--- config.mk ---
export PLATFORM = sky130hd
export DESIGN_NAME = mmae_div
export DESIGN_NICKNAME = d
export VERILOG_FILES = /design/src/mmae_pkg.sv /design/src/mmae_div.sv
export SDC_FILE = /design/constraint.sdc
export NUM_CORES = 1
export LEC_CHECK = 0
export ABC_CLOCK_PERIOD_IN_PS = 2650
export BUFFER_PORTS_ARGS = -buffer_cell sky130_fd_sc_hd__buf_2
export CAP_MARGIN = 0
export CORE_MARGIN = 4
export CORE_UTILIZATION = 25
export DETAILED_ROUTE_END_ITERATION = 6
export GPL_TIMING_DRIVEN = 0
export SKIP_LAST_GASP = 1
export SLEW_MARGIN = 20
export SYNTH_ARGS = -nofsm -noshare
export SYNTH_HDL_FRONTEND = slang
export SYNTH_SLANG_ARGS = --single-unit
--- constraint.sdc ---
create_clock -name clk -period 2.65 [get_ports clk]
set_input_delay 0.53 -clock clk [delete_from_list [all_inputs] [get_ports clk]]
set_output_delay 0.53 -clock clk [all_outputs]
set_load 0.05 [all_outputs]
--- src/mmae_pkg.sv ---
// Shared constants and action codes for the memory-to-memory ALU execute unit.
// No dependencies.
package mmae_pkg;

	localparam int DATA_W    = 16;
	localparam int MEM_DEPTH = 1024;
	localparam int ADDR_W    = $clog2(MEM_DEPTH);
	localparam int ACT_W     = 5;
	localparam int DIV_CNT_W = $clog2(DATA_W);

	typedef enum logic [ACT_W-1:0] {
		ACT_MOV   = 5'd0,
		ACT_LDI   = 5'd1,
		ACT_ADD   = 5'd2,
		ACT_SUB   = 5'd3,
		ACT_MUL   = 5'd4,
		ACT_DIV   = 5'd5,
		ACT_MOD   = 5'd6,
		ACT_AND   = 5'd7,
		ACT_OR    = 5'd8,
		ACT_NOT   = 5'd9,
		ACT_XOR   = 5'd10,
		ACT_SHR   = 5'd11,
		ACT_SHL   = 5'd12,
		ACT_EQ    = 5'd13,
		ACT_GT    = 5'd14,
		ACT_LT    = 5'd15,
		ACT_TEST  = 5'd16,
		ACT_READ  = 5'd17,
		ACT_WRITE = 5'd18
	} action_t;

endpackage

--- src/mmae_div.sv ---
// Iterative signed divider, one quotient bit per cycle, truncating toward zero.
// Depends on mmae_pkg.
module mmae_div (
	input  logic                              clk,
	input  logic                              arst_n,
	input  logic                              start,
	input  logic signed [mmae_pkg::DATA_W-1:0] dividend,
	input  logic signed [mmae_pkg::DATA_W-1:0] divisor,
	output logic                              done,
	output logic signed [mmae_pkg::DATA_W-1:0] quotient,
	output logic signed [mmae_pkg::DATA_W-1:0] remainder
);

	logic                              busy_q;
	logic                              done_q;
	logic [mmae_pkg::DIV_CNT_W-1:0]    cnt_q;
	logic [mmae_pkg::DATA_W-1:0]       num_q;
	logic [mmae_pkg::DATA_W-1:0]       den_q;
	logic [mmae_pkg::DATA_W-1:0]       rem_q;
	logic                              qneg_q;
	logic                              rneg_q;

	logic [mmae_pkg::DATA_W:0]         trial;
	logic [mmae_pkg::DATA_W:0]         diff;
	logic [mmae_pkg::DATA_W-1:0]       mag_num;
	logic [mmae_pkg::DATA_W-1:0]       mag_den;
	logic                              last_bit;

	// magnitude of the most negative value wraps to itself, which is right unsigned
	assign mag_num = dividend[mmae_pkg::DATA_W-1] ? mmae_pkg::DATA_W'(-dividend) : dividend;
	assign mag_den = divisor[mmae_pkg::DATA_W-1] ? mmae_pkg::DATA_W'(-divisor) : divisor;

	assign trial    = {rem_q, num_q[mmae_pkg::DATA_W-1]};
	assign diff     = trial - {1'b0, den_q};
	assign last_bit = (cnt_q == mmae_pkg::DIV_CNT_W'(mmae_pkg::DATA_W - 1));

	always_ff @(posedge clk or negedge arst_n) begin
		if (!arst_n) begin
			busy_q <= 1'b0;
			done_q <= 1'b0;
			cnt_q  <= '0;
		end else begin
			if (start) begin
				busy_q <= 1'b1;
				done_q <= 1'b0;
				cnt_q  <= '0;
				num_q  <= mag_num;
				den_q  <= mag_den;
				rem_q  <= '0;
				qneg_q <= dividend[mmae_pkg::DATA_W-1] ^ divisor[mmae_pkg::DATA_W-1];
				rneg_q <= dividend[mmae_pkg::DATA_W-1];
			end else if (busy_q) begin
				if (!diff[mmae_pkg::DATA_W]) begin
					rem_q <= diff[mmae_pkg::DATA_W-1:0];
					num_q <= {num_q[mmae_pkg::DATA_W-2:0], 1'b1};
				end else begin
					rem_q <= trial[mmae_pkg::DATA_W-1:0];
					num_q <= {num_q[mmae_pkg::DATA_W-2:0], 1'b0};
				end
				cnt_q  <= cnt_q + 1'b1;
				busy_q <= !last_bit;
				done_q <= last_bit;
			end else begin
				done_q <= 1'b0;
			end
		end
	end

	// num_q holds the quotient magnitude once done
	assign done      = done_q;
	assign quotient  = qneg_q ? mmae_pkg::DATA_W'(-num_q) : num_q;
	assign remainder = rneg_q ? mmae_pkg::DATA_W'(-rem_q) : rem_q;

endmodule

==> results of run 1 <==
[flip-flops by register name (all words and copies together), names as in the netlist]
register and flops:
den_q 16, done 1, rem_q 16, busy_q 1, num_q 16, rneg_q 1
qneg_q 1, cnt_q 4
[logic make-up after synthesis]
group                      after synthesis  synth area share
DFF                                     56             0.364
xor gates and xnor gates                70             0.135
and+or+nand+nor                        162             0.183
buffers and inverters                   51            0.0494
adders and majority gates               22            0.0623
muxes                                    3           0.00662
AOI/OAI and AO/OA                      127             0.199
[synthesized netlist by cell type (all sizes together), types with 9 or more instances]
cell type and instances:
a21o 9, a21oi 31, a311oi 12, clkbuf 15
edfxtp 50, ha 21, inv 28, nand2 36
nand2b 12, nand3 21, nor2 44, o21ai 32
o31ai 15, xnor2 50, xor2 20
[stage by stage]
step                      setup TNS, ps  cells  power, mW  setup WS, ps   util
final                             -1870    845       3.91          -336  0.357
after floorplan                   -6.46    491       2.30         -6.46      -
after CTS                         -2160    822       3.72          -314  0.333
after detailed placement          -4930    783       2.67          -412  0.294
after global placement            -4500    783       2.66          -382  0.294
after global routing              -4840    845       4.11          -420  0.357
[report_power, final]
group	switching, mW	leakage, nW	total, mW	internal (mW)
Combinational	1.11	1.81	1.87	0.762
Sequential	0.118	0.562	1.20	1.08
Clock	0.296	0.0911	0.838	0.542
[final cells by class]
| class | count | area (um2) | area share |
|---|---|---|---|
| Timing Repair Buffer | 122 | 835 | 0.133 |
| Clock buffer | 6 | 129 | 0.0206 |
| Sequential cell | 56 | 1650 | 0.264 |
| Inverter | 28 | 105 | 0.0168 |
| Clock inverter | 2 | 60.1 | 0.00959 |
| Multi-Input combinational cell | 384 | 3070 | 0.491 |
| Buffer | 22 | 125 | 0.0200 |
| Tap cell | 225 | 282 | 0.0450 |
[how the worst min path moves through the flow]
stage               cells past startpoint  endpoint  slack [ps]    from
finish                                  1      done         220  arst_n
global route                            1      done         240  arst_n
CTS                                     1      done         220  arst_n
detailed placement                      1      done         540  arst_n
global placement                        1      done         540  arst_n
floorplan                               0    busy_q         230  arst_n
[metal layers]
| metal | vias to the layer above | wire, um | global-route usage |
|---|---|---|---|
| met2 | 82 | 6150 | 0.197 |
| met4 | 0 | 103 | 0.0225 |
| met1 | 1896 | 5710 | 0.158 |
| li1 | 2049 | - | - |
| met3 | 6 | 427 | 0.0144 |
| met5 | - | 0 | 0 |
[worst reg2reg max path, stage by stage, from the launching register on]
cell and delay (ps):
edfxtp_1 520, ha_2 460, o211ai_1 130, a21o_1 200, a211oi_2 200, o211ai_2 150
buf_4 180, a21oi_4 190, buf_6 160, o21ai_2 60, a311oi_2 270
[timing repair]
action,4_1_cts,5_1_grt
hold buffers,0,0
gates resized for setup,69,53
pin swaps,32,31
cloned,3,0
buffers inserted,29,23
setup endpoints to repair,31,34
==> results.tsv, run 1 <==
stage	metric	value	unit
setup_path	Crit path max-delay family	simple AND/OR/NAND/NOR gates	
cts	clk slew on worst S/H paths	70	ps
cells_and_area	Final Net Count	676	
synthesis	Synth async-reset ratio	0.107	
synthesis	post-synthesis sequential area ratio	0.364	
cells_and_area	antenna diode count	0	
cells_and_area	area growth from synthesis to layout	38.0	%
setup_path	CP max FO	3	
routing	remaining antenna violation count	0	
hold_path	Worst Hold Class	in2async	
synthesis	post-synth top area share	0.331	
floorplanning	Ports	68	
timing	Final WS setup	-336	ps
timing	Setup Skew	6.32	ps
place	hpwl dp	9010	um
floorplanning	std cell rows	48	
routing	First-pass DRT Iterations	4	
floorplanning	starting density of the core	0.259	
setup_path	critical setup path kind	reg2out	
routing	vias per inst	4.77	
timing	Hold Fails Final Rpt	0	
cts	Longest Clk Path Bufs	2	
setup_path	RR Startpoint	rem_q[4]	
timing	crit share post-route	1.13	
routing	# DRC	0	
power	Worst IR Drop VDD	0.416	mV
cts	Root Buffer	clkbuf_16	
run_status	failing checks	setup timing	
synthesis	Most used DFF post-synth	edfxtp_1	
global_routing	Remaining Overflow, GRT	0	
synthesis	Post-Syn Nets	548	
global_routing	initial antenna violation count	0	
routing	mean routed wirelength per cell	14.7	um
place	Port Buffers	67	
global_routing	vias in the first global route	3893	
setup_path	R2R Path End	rem_q[5]	
setup_path	CP Capture Type	output pin	
setup_path	crit-path cells	nor3_2 -> nand2_1 -> or3_4 -> or4_4 -> o31ai_4 -> xnor2_1 -> buf_4	
timing	RSZ-0062 raised after global routing	yes	
setup_path	depth of the most critical reg-to-reg path	10	
timing	Fmax	335	MHz
cells_and_area	layout cells sized above 1	0.350	
cts	Skew-Pair Late Insertion Delay	300	ps
job	total of max-cap violations	0	
synthesis	synthesized flop and latch total	56	
power	PD cells	625	mW/mm2
timing	Slew Viols, Final	0	
timing	# setup viols final	20	
cts	CTS sink count	56	
power	P_leak	2.46	nW
setup_path	Data arrival, critical path	2460	ps
cells_and_area	most common cell after layout, fill and taps aside	buf_4	
setup_path	r2r setup slk	-50	ps
cts	CTS tree	done	
synthesis	Post-Synthesis Cells	491	
timing	min Tclk post-route	2990	ps
floorplanning	Die Y-Extent	143	um
floorplanning	Die X	143	um
synthesis	Post-synth EDFFs	50	
timing	worst slew pin tran	806	ps
place	placed cell area	0.00516	mm2
place	RePlAce Congestion	0.761	
setup_path	CP Capture Point	quotient[15]	
routing	final wirelength	12400	um
setup_path	CP Depth	7	
setup_path	worst path buffer plus inverter count	1	
synthesis	mean post-synth cell area	9.24	um2
synthesis	dominant cells by area after synthesis	edfxtp_1 33%, xnor2_1 9.7%, ha_1 5.8%, xor2_1 3.9%, nor2_1 3.6%	
setup_path	Worst path max stage delay	480	ps
cells_and_area	Fillers	1778	
routing	DRT iter0 DRCs	203	
cts	H-tree levels	2	
global_routing	first-pass GRT wire length	19100	um
cells_and_area	most frequent cells in the layout	64 x buf_4, 51 x buf_2, 50 x edfxtp_1	
floorplanning	Core ar.	0.0175	mm2
synthesis	synthesized cell area	0.00454	mm2
routing	via count	4033	
setup_path	Crit. Startpoint	num_q[2]	
setup_path	CP max stage cell	or4_4	
setup_path	Worst Setup Start Kind	flop	
synthesis	Synth cell types	60	
global_routing	largest net degree at the start of global routing	25	
synthesis	Warnings, synthesis	0	
timing	Hold WS	217	ps
floorplanning	DIE AREA	0.0204	mm2
global_routing	Total GRT Usage	0.115	
cells_and_area	final instance area	0.00626	mm2
timing	relative max-transition margin	0.463	
run_status	outcome	finished with violations	
cts	CTS buffer count	5	
synthesis	largest area contributor in the netlist	edfxtp_1	
setup_path	Critical Path RT	2120	ps
No activity file was read; power rests on OpenSTA's default activity.
==> run 2: changes to the inputs <==
--- a/config.mk
+++ b/config.mk
@@ -5,13 +5,14 @@
 export SDC_FILE = /design/constraint.sdc
 export NUM_CORES = 1
 export LEC_CHECK = 0
-export ABC_CLOCK_PERIOD_IN_PS = 2650
+export ABC_CLOCK_PERIOD_IN_PS = 3550
 export BUFFER_PORTS_ARGS = -buffer_cell sky130_fd_sc_hd__buf_2
 export CAP_MARGIN = 0
 export CORE_MARGIN = 4
 export CORE_UTILIZATION = 25
 export DETAILED_ROUTE_END_ITERATION = 6
 export GPL_TIMING_DRIVEN = 0
+export HOLD_SLACK_MARGIN = 0.06
 export SKIP_LAST_GASP = 1
 export SLEW_MARGIN = 20
 export SYNTH_ARGS = -nofsm -noshare
==> constraint.sdc (replaced) <==
create_clock -name clk -period 3.55 [get_ports clk]
set_input_delay 0.71 -clock clk [delete_from_list [all_inputs] [get_ports clk]]
set_output_delay 0.71 -clock clk [all_outputs]
set_load 0.05 [all_outputs]
==> run 2 against run 1 <==
  * The run now ends clean
  * Worst setup slack better by 620 ps
  * Clock power is 42% lower
  * Final cell count is 6.4% lower
  * Flip-flop and latch count stayed put
  * Total power is 37% lower
  * First-iteration DRC count is 8.9% lower
  * Worst hold slack better by 170 ps
  * Global-route usage is 0.61 points lower
  * Non-clock buffer count is 54 lower
  * Die area stayed put
  * Critical path type unchanged
  * Critical endpoint is now quotient[13]
==> results.tsv, run 2 (synthesis gave the netlist of run 1 again) <==
stage	metric	value	unit	change
timing	setup tns final	0	ps	+1870 ps
setup_path	CP Depth	7		unchanged
cts	clk slew on worst S/H paths	70	ps	about the same
setup_path	R2R Path End	num_q[0]		
job	total of max-cap violations	0		unchanged
cells_and_area	layout cells sized above 1	0.178		-0.172
cts	Skew-Pair Late Insertion Delay	290	ps	about the same
timing	# setup viols final	0		-100%
setup_path	depth of the most critical reg-to-reg path	11		+1
cells_and_area	utilization after layout	0.302		-0.0549
cells_and_area	Final Net Count	622		-8.0%
cells_and_area	area growth from synthesis to layout	16.8	%	
floorplanning	DIE AREA	0.0204	mm2	unchanged
setup_path	Critical Path RT	2840	ps	+720 ps
global_routing	M3 GR Usage	0.0164		+0.00201
floorplanning	starting density of the core	0.259		unchanged
global_routing	first-pass GRT wire length	18200	um	-4.7%
timing	RSZ-0062 raised after global routing	no		
timing	Setup Skew	10.8	ps	+4.51 ps
cells_and_area	final instance area	0.00530	mm2	-15%
timing	crit share post-route	0.919		
setup_path	RR Startpoint	num_q[15]		
cts	Longest Clk Path Bufs	2		unchanged
place	RePlAce Congestion	0.770		+1.2%
power	P_leak	2.04	nW	-17%
place	hpwl dp	8890	um	-1.3%
power	Worst IR Drop VDD	0.196	mV	-53%
timing	relative max-transition margin	0.465		+0.00262
place	Port Buffers	67		unchanged
global_routing	largest net degree at the start of global routing	25		unchanged
cells_and_area	Finished Layout Cells	791		-6.4%
cts	Setup Buffers After CTS	0		-100%
timing	worst slew pin tran	802	ps	-3.93 ps
power	power share of the sequential group	0.368		+0.061
routing	via count	3707		-8.1%
routing	First-pass DRT Iterations	4		unchanged
global_routing	initial antenna violation count	0		unchanged
setup_path	Crit. Startpoint	num_q[0]		
cts	cts hold-fix bufs	0		unchanged
setup_path	crit-path cells	nor3_2 -> nand2_1 -> or3_1 -> or4_4 -> o41ai_2 -> xnor2_1 -> buf_2		
setup_path	CP Capture Type	output pin		
power	Sw Pwr	1.00	mW	-34%
setup_path	CP Capture Point	quotient[13]		
timing	Hold Fails Final Rpt	0		unchanged
floorplanning	Die Y-Extent	143	um	unchanged
setup_path	worst path buffer plus inverter count	1		unchanged
setup_path	CP max stage cell	edfxtp_1		
setup_path	r2r setup slk	500	ps	+550 ps
timing	Fmax	307	MHz	
routing	remaining antenna violation count	0		unchanged
power	internal power	1.45	mW	-39%
timing	Slew Viols, Final	0		unchanged
global_routing	vias in the first global route	3572		-8.2%
cts	CTS buffer count	5		unchanged
cts	Root Buffer	clkbuf_16		
routing	DRT iter0 DRCs	185		-8.9%
global_routing	Remaining Overflow, GRT	0		unchanged
global_routing	GRT met1 Usage	0.157		-0.000555
power	Switching Share	0.409		+0.0193
floorplanning	Core ar.	0.0175	mm2	unchanged
cells_and_area	most common cell after layout, fill and taps aside	buf_2		
place	placed cell area	0.00515	mm2	-0.15%
cts	CTS resizes	0		-100%
global_routing	Total GRT Usage	0.109		-0.00615
setup_path	Worst path max stage delay	470	ps	about the same
setup_path	Worst Setup Start Kind	flop		
setup_path	Data arrival, critical path	2550	ps	+90 ps
hold_path	Worst Hold Class	in2async		
cells_and_area	most frequent cells in the layout	68 x buf_2, 50 x xnor2_1, 50 x edfxtp_1		
routing	vias per inst	4.69		-1.8%
cts	CTS sink count	56		unchanged
floorplanning	Die X	143	um	unchanged
power	PD cells	463	mW/mm2	-26%
global_routing	global route hottest layer	met2		
cts	CTS tree	done		
routing	mean routed wirelength per cell	13.9	um	-5.1%
run_status	outcome	completed		
timing	min Tclk post-route	3260	ps	
setup_path	Crit path max-delay family	simple AND/OR/NAND/NOR gates		
routing	final wirelength	11000	um	-11%
global_routing	M2 GR Usage	0.176		-0.0203
cts	H-tree levels	2		unchanged
routing	# DRC	0		unchanged
setup_path	CP max FO	4		+1
power	combinational share of power	0.435		-0.044
cells_and_area	biggest regs	den_q: 16 flops, num_q: 16 flops, rem_q: 16 flops		
place	Cells after DPL	783		unchanged
setup_path	critical setup path kind	reg2out		
floorplanning	Ports	68		unchanged
floorplanning	std cell rows	48		unchanged
cells_and_area	antenna diode count	0		unchanged
power	Clock power frac	0.197		-0.017
## run 2: cell count changes in the layout (fill, tap and decap cells not counted), sizes merged
cell	delta
buf	-53
bufinv	-2
clkbuf	-1
clkinv	+1
clkinvlp	+1
## run 2: layout make-up
type | count | area [um2]
Fill cell | 1853 | 12200
Inverter | 28 | 105
Tap cell | 225 | 282
Multi-Input combinational cell | 384 | 2660
Clock buffer | 6 | 129
Buffer | 23 | 119
Timing Repair Buffer | 67 | 335
Clock inverter | 2 | 16.3
Sequential cell | 56 | 1650
## run 2: metrics by stage
step | setup slack [ps] | power, mW | hold slack (ps)
after floorplan | 674 | 1.72 | 414
after global placement | 521 | 1.98 | 534
after detailed placement | 513 | 1.99 | 543
after CTS | 260 | 2.47 | 399
after global routing | 143 | 2.61 | 414
final | 288 | 2.45 | 391
## run 2: layer usage
| layer | share of wire | up-vias | wire length, um |
|---|---|---|---|
| met5 | 0 | - | 0 |
| met4 | 0.0075 | 0 | 83 |
| met3 | 0.039 | 4 | 433 |
| met2 | 0.46 | 61 | 5060 |
| met1 | 0.49 | 1706 | 5430 |
| li1 | - | 1936 | - |
## run 2: worst min path at each step
stage | end | depth (start not counted)
after detailed placement | cnt_q[3] | 2
after global placement | cnt_q[1] | 2
after floorplan | busy_q | 0
after CTS | done | 1
final | done | 1
after global routing | done | 1
## run 2: power by group through the flow
stage | sequential (mW) | clock [mW] | combinational (mW)
6_report | 0.903 | 0.483 | 1.07
3_3_place_gp | 0.916 | 0 | 1.07
5_1_grt | 0.914 | 0.526 | 1.18
4_1_cts | 0.903 | 0.496 | 1.07
2_1_floorplan | 0.880 | 0 | 0.838
3_5_place_dp | 0.917 | 0 | 1.07
==> run 3: changes to the inputs <==
--- a/config.mk
+++ b/config.mk
@@ -13,6 +13,7 @@
 export DETAILED_ROUTE_END_ITERATION = 6
 export GPL_TIMING_DRIVEN = 0
 export HOLD_SLACK_MARGIN = 0.06
+export RECOVER_POWER = 100
 export SKIP_LAST_GASP = 1
 export SLEW_MARGIN = 20
 export SYNTH_ARGS = -nofsm -noshare
==> run 3 against run 2 <==
  * Sequential share of layout area increased by 0.48 points
  * First-iteration DRC count decreased by 13%
  * Die area unchanged
  * Clock-buffer cell count unchanged
  * Critical endpoint unchanged
  * Via count decreased by 0.38%
  * Wire length increased by 0.21%
  * Final cell count unchanged
  * Core utilization decreased by 0.46 points
==> results.tsv, run 3 (synthesis gave the netlist of run 1 again) <==
stage	metric	value	unit	change
timing	Setup Skew	8.80	ps	-2.02 ps
cells_and_area	Final Net Count	622		unchanged
cts	CTS sink count	56		unchanged
routing	First-pass DRT Iterations	4		unchanged
run_status	outcome	completed		
routing	mean routed wirelength per cell	13.9	um	+0.21%
power	internal power	1.43	mW	-1.6%
floorplanning	Die X	143	um	unchanged
cts	Root Buffer	clkbuf_16		
setup_path	RR Startpoint	num_q[15]		
global_routing	vias in the first global route	3572		unchanged
job	total of max-cap violations	0		unchanged
floorplanning	Ports	68		unchanged
setup_path	Worst path max stage delay	470	ps	about the same
cells_and_area	area growth from synthesis to layout	15.0	%	
power	Switching Share	0.412		+0.00312
setup_path	worst path buffer plus inverter count	1		unchanged
cts	H-tree levels	2		unchanged
cts	clk slew on worst S/H paths	70	ps	about the same
setup_path	crit-path cells	nor3_2 -> nand2_1 -> or3_1 -> or4_4 -> o41ai_2 -> xnor2_1 -> clkbuf_2		
global_routing	first-pass GRT wire length	18200	um	unchanged
cells_and_area	antenna diode count	0		unchanged
floorplanning	DIE AREA	0.0204	mm2	unchanged
power	power share of the sequential group	0.372		+0.004
global_routing	Total GRT Usage	0.109		unchanged
setup_path	critical setup path kind	reg2out		
floorplanning	starting density of the core	0.259		unchanged
timing	Hold Fails Final Rpt	0		unchanged
setup_path	Critical Path RT	2840	ps	about the same
routing	# DRC	0		unchanged
routing	remaining antenna violation count	0		unchanged
floorplanning	std cell rows	48		unchanged
place	RePlAce Congestion	0.770		unchanged
cells_and_area	biggest regs	den_q: 16 flops, num_q: 16 flops, rem_q: 16 flops		
hold_path	Worst Hold Class	reg2reg		
power	Pwr Total	2.43	mW	-1.1%
global_routing	largest net degree at the start of global routing	25		unchanged
timing	RSZ-0062 raised after global routing	no		
floorplanning	Core ar.	0.0175	mm2	unchanged
timing	Fmax	304	MHz	-0.69%
cts	Longest Clk Path Bufs	2		unchanged
routing	final wirelength	11000	um	+0.21%
global_routing	initial antenna violation count	0		unchanged
routing	via count	3693		-0.38%
floorplanning	Die Y-Extent	143	um	unchanged
routing	vias per inst	4.67		-0.38%
cts	CTS resizes	0		unchanged
setup_path	CP max FO	4		unchanged
cells_and_area	most frequent cells in the layout	50 x clkbuf_1, 50 x xnor2_1, 50 x edfxtp_1		
hold_path	hold_sp	cnt_q[3]		
cts	CTS buffer count	5		unchanged
timing	relative max-transition margin	0.164		-0.301
global_routing	Remaining Overflow, GRT	0		unchanged
cts	Setup Buffers After CTS	0		unchanged
place	Cells after DPL	783		unchanged
setup_path	CP Capture Type	output pin		
timing	min Tclk post-route	3280	ps	+22.6 ps
cts	cts hold-fix bufs	0		unchanged
place	Port Buffers	67		unchanged
setup_path	Crit path max-delay family	simple AND/OR/NAND/NOR gates		
routing	DRT iter0 DRCs	161		-13%
setup_path	CP max stage cell	edfxtp_1		
power	Clock power frac	0.199		+0.002
cts	CTS tree	done		
power	PD cells	465	mW/mm2	+0.42%
setup_path	Crit. Startpoint	num_q[0]		
power	Sw Pwr	1.00	mW	-0.35%
setup_path	Data arrival, critical path	2570	ps	+20 ps
power	Worst IR Drop VDD	0.196	mV	about the same
power	combinational share of power	0.429		-0.006
timing	worst slew pin tran	1250	ps	+451 ps
cells_and_area	Finished Layout Cells	791		unchanged
power	P_leak	1.93	nW	-5.4%
cells_and_area	Fillers	1877		+1.3%
timing	Slew Viols, Final	0		unchanged
cts	Skew-Pair Late Insertion Delay	290	ps	about the same
place	hpwl dp	8890	um	unchanged
cells_and_area	layout cells sized above 1	0.108		-0.0707
setup_path	Worst Setup Start Kind	flop		
timing	setup tns final	0	ps	unchanged
timing	crit share post-route	0.925		+0.00637
timing	# setup viols final	0		unchanged
run 3: cell count changes in the layout (fill, tap and decap cells not counted), moves of 2 or more:
| cell | change |
|---|---|
| o21ai_1 | -2 |
| clkbuf_2 | +6 |
| clkbuf_1 | +35 |
| a311oi_2 | -2 |
| o41ai_2 | -2 |
| a311oi_1 | +2 |
| buf_2 | -40 |
| o41ai_1 | +2 |
| o21ai_0 | +2 |
run 3: path summary, 6_finish.rpt:
kind,to,slack [ps],cells after the start
max in group asynchronous,cnt_q[3],2150,1
max reg2reg,num_q[0],380,11
min in group asynchronous,done,670,1
min reg2reg,cnt_q[3],550,2
min,cnt_q[3],550,2
max,quotient[13],270,7
run 3: metrics by stage:
| stage | util | hold slack (ps) | worst slack [ps] | instance area, um2 |
|---|---|---|---|---|
| final | 0.298 | 553 | 265 | 5220 |
| after global routing | 0.298 | 575 | 122 | 5220 |
| after CTS | 0.302 | 399 | 260 | 5300 |
| after detailed placement | 0.294 | 543 | 513 | 5150 |
| after global placement | 0.294 | 534 | 521 | 5150 |
| after floorplan | - | 414 | 674 | 4540 |
run 3: power groups by stage:
stage / clock [mW] / combinational (mW) / sequential (mW)
global route: 0.526 / 1.15 / 0.914
global placement: 0 / 1.07 / 0.916
CTS: 0.496 / 1.07 / 0.903
detailed placement: 0 / 1.07 / 0.917
finish: 0.483 / 1.04 / 0.904
floorplan: 0 / 0.838 / 0.880
run 3: worst min-delay path: cells and delay by family (launching register included):
kind / cells / cell delay [ps]
flip-flops: 1 / 370
AND/OR/NAND/NOR: 1 / 70
XOR/XNOR: 1 / 70
run 3: routing by layer:
layer  GRT usage  wire [um]  vias to the layer above  share of wire
met3      0.0164        391                        4          0.035
met2       0.176       5120                       63           0.46
met1       0.157       5440                     1690           0.49
met4      0.0180         83                        0         0.0075
met5           0          0                        -              0
li1            -          -                     1936              -
run 3: area by class of cell:
cell class / instances / area [um2] / share of cell area
sequential: 56 / 1650 / 0.317
buffer: 23 / 118 / 0.0225
tap: 225 / 282 / 0.0540
inverter: 28 / 105 / 0.0201
multi-input combinational: 384 / 2620 / 0.503
clock inverter: 2 / 16.3 / 0.00312
clock buffer: 6 / 129 / 0.0247
timing repair buffer: 67 / 294 / 0.0564
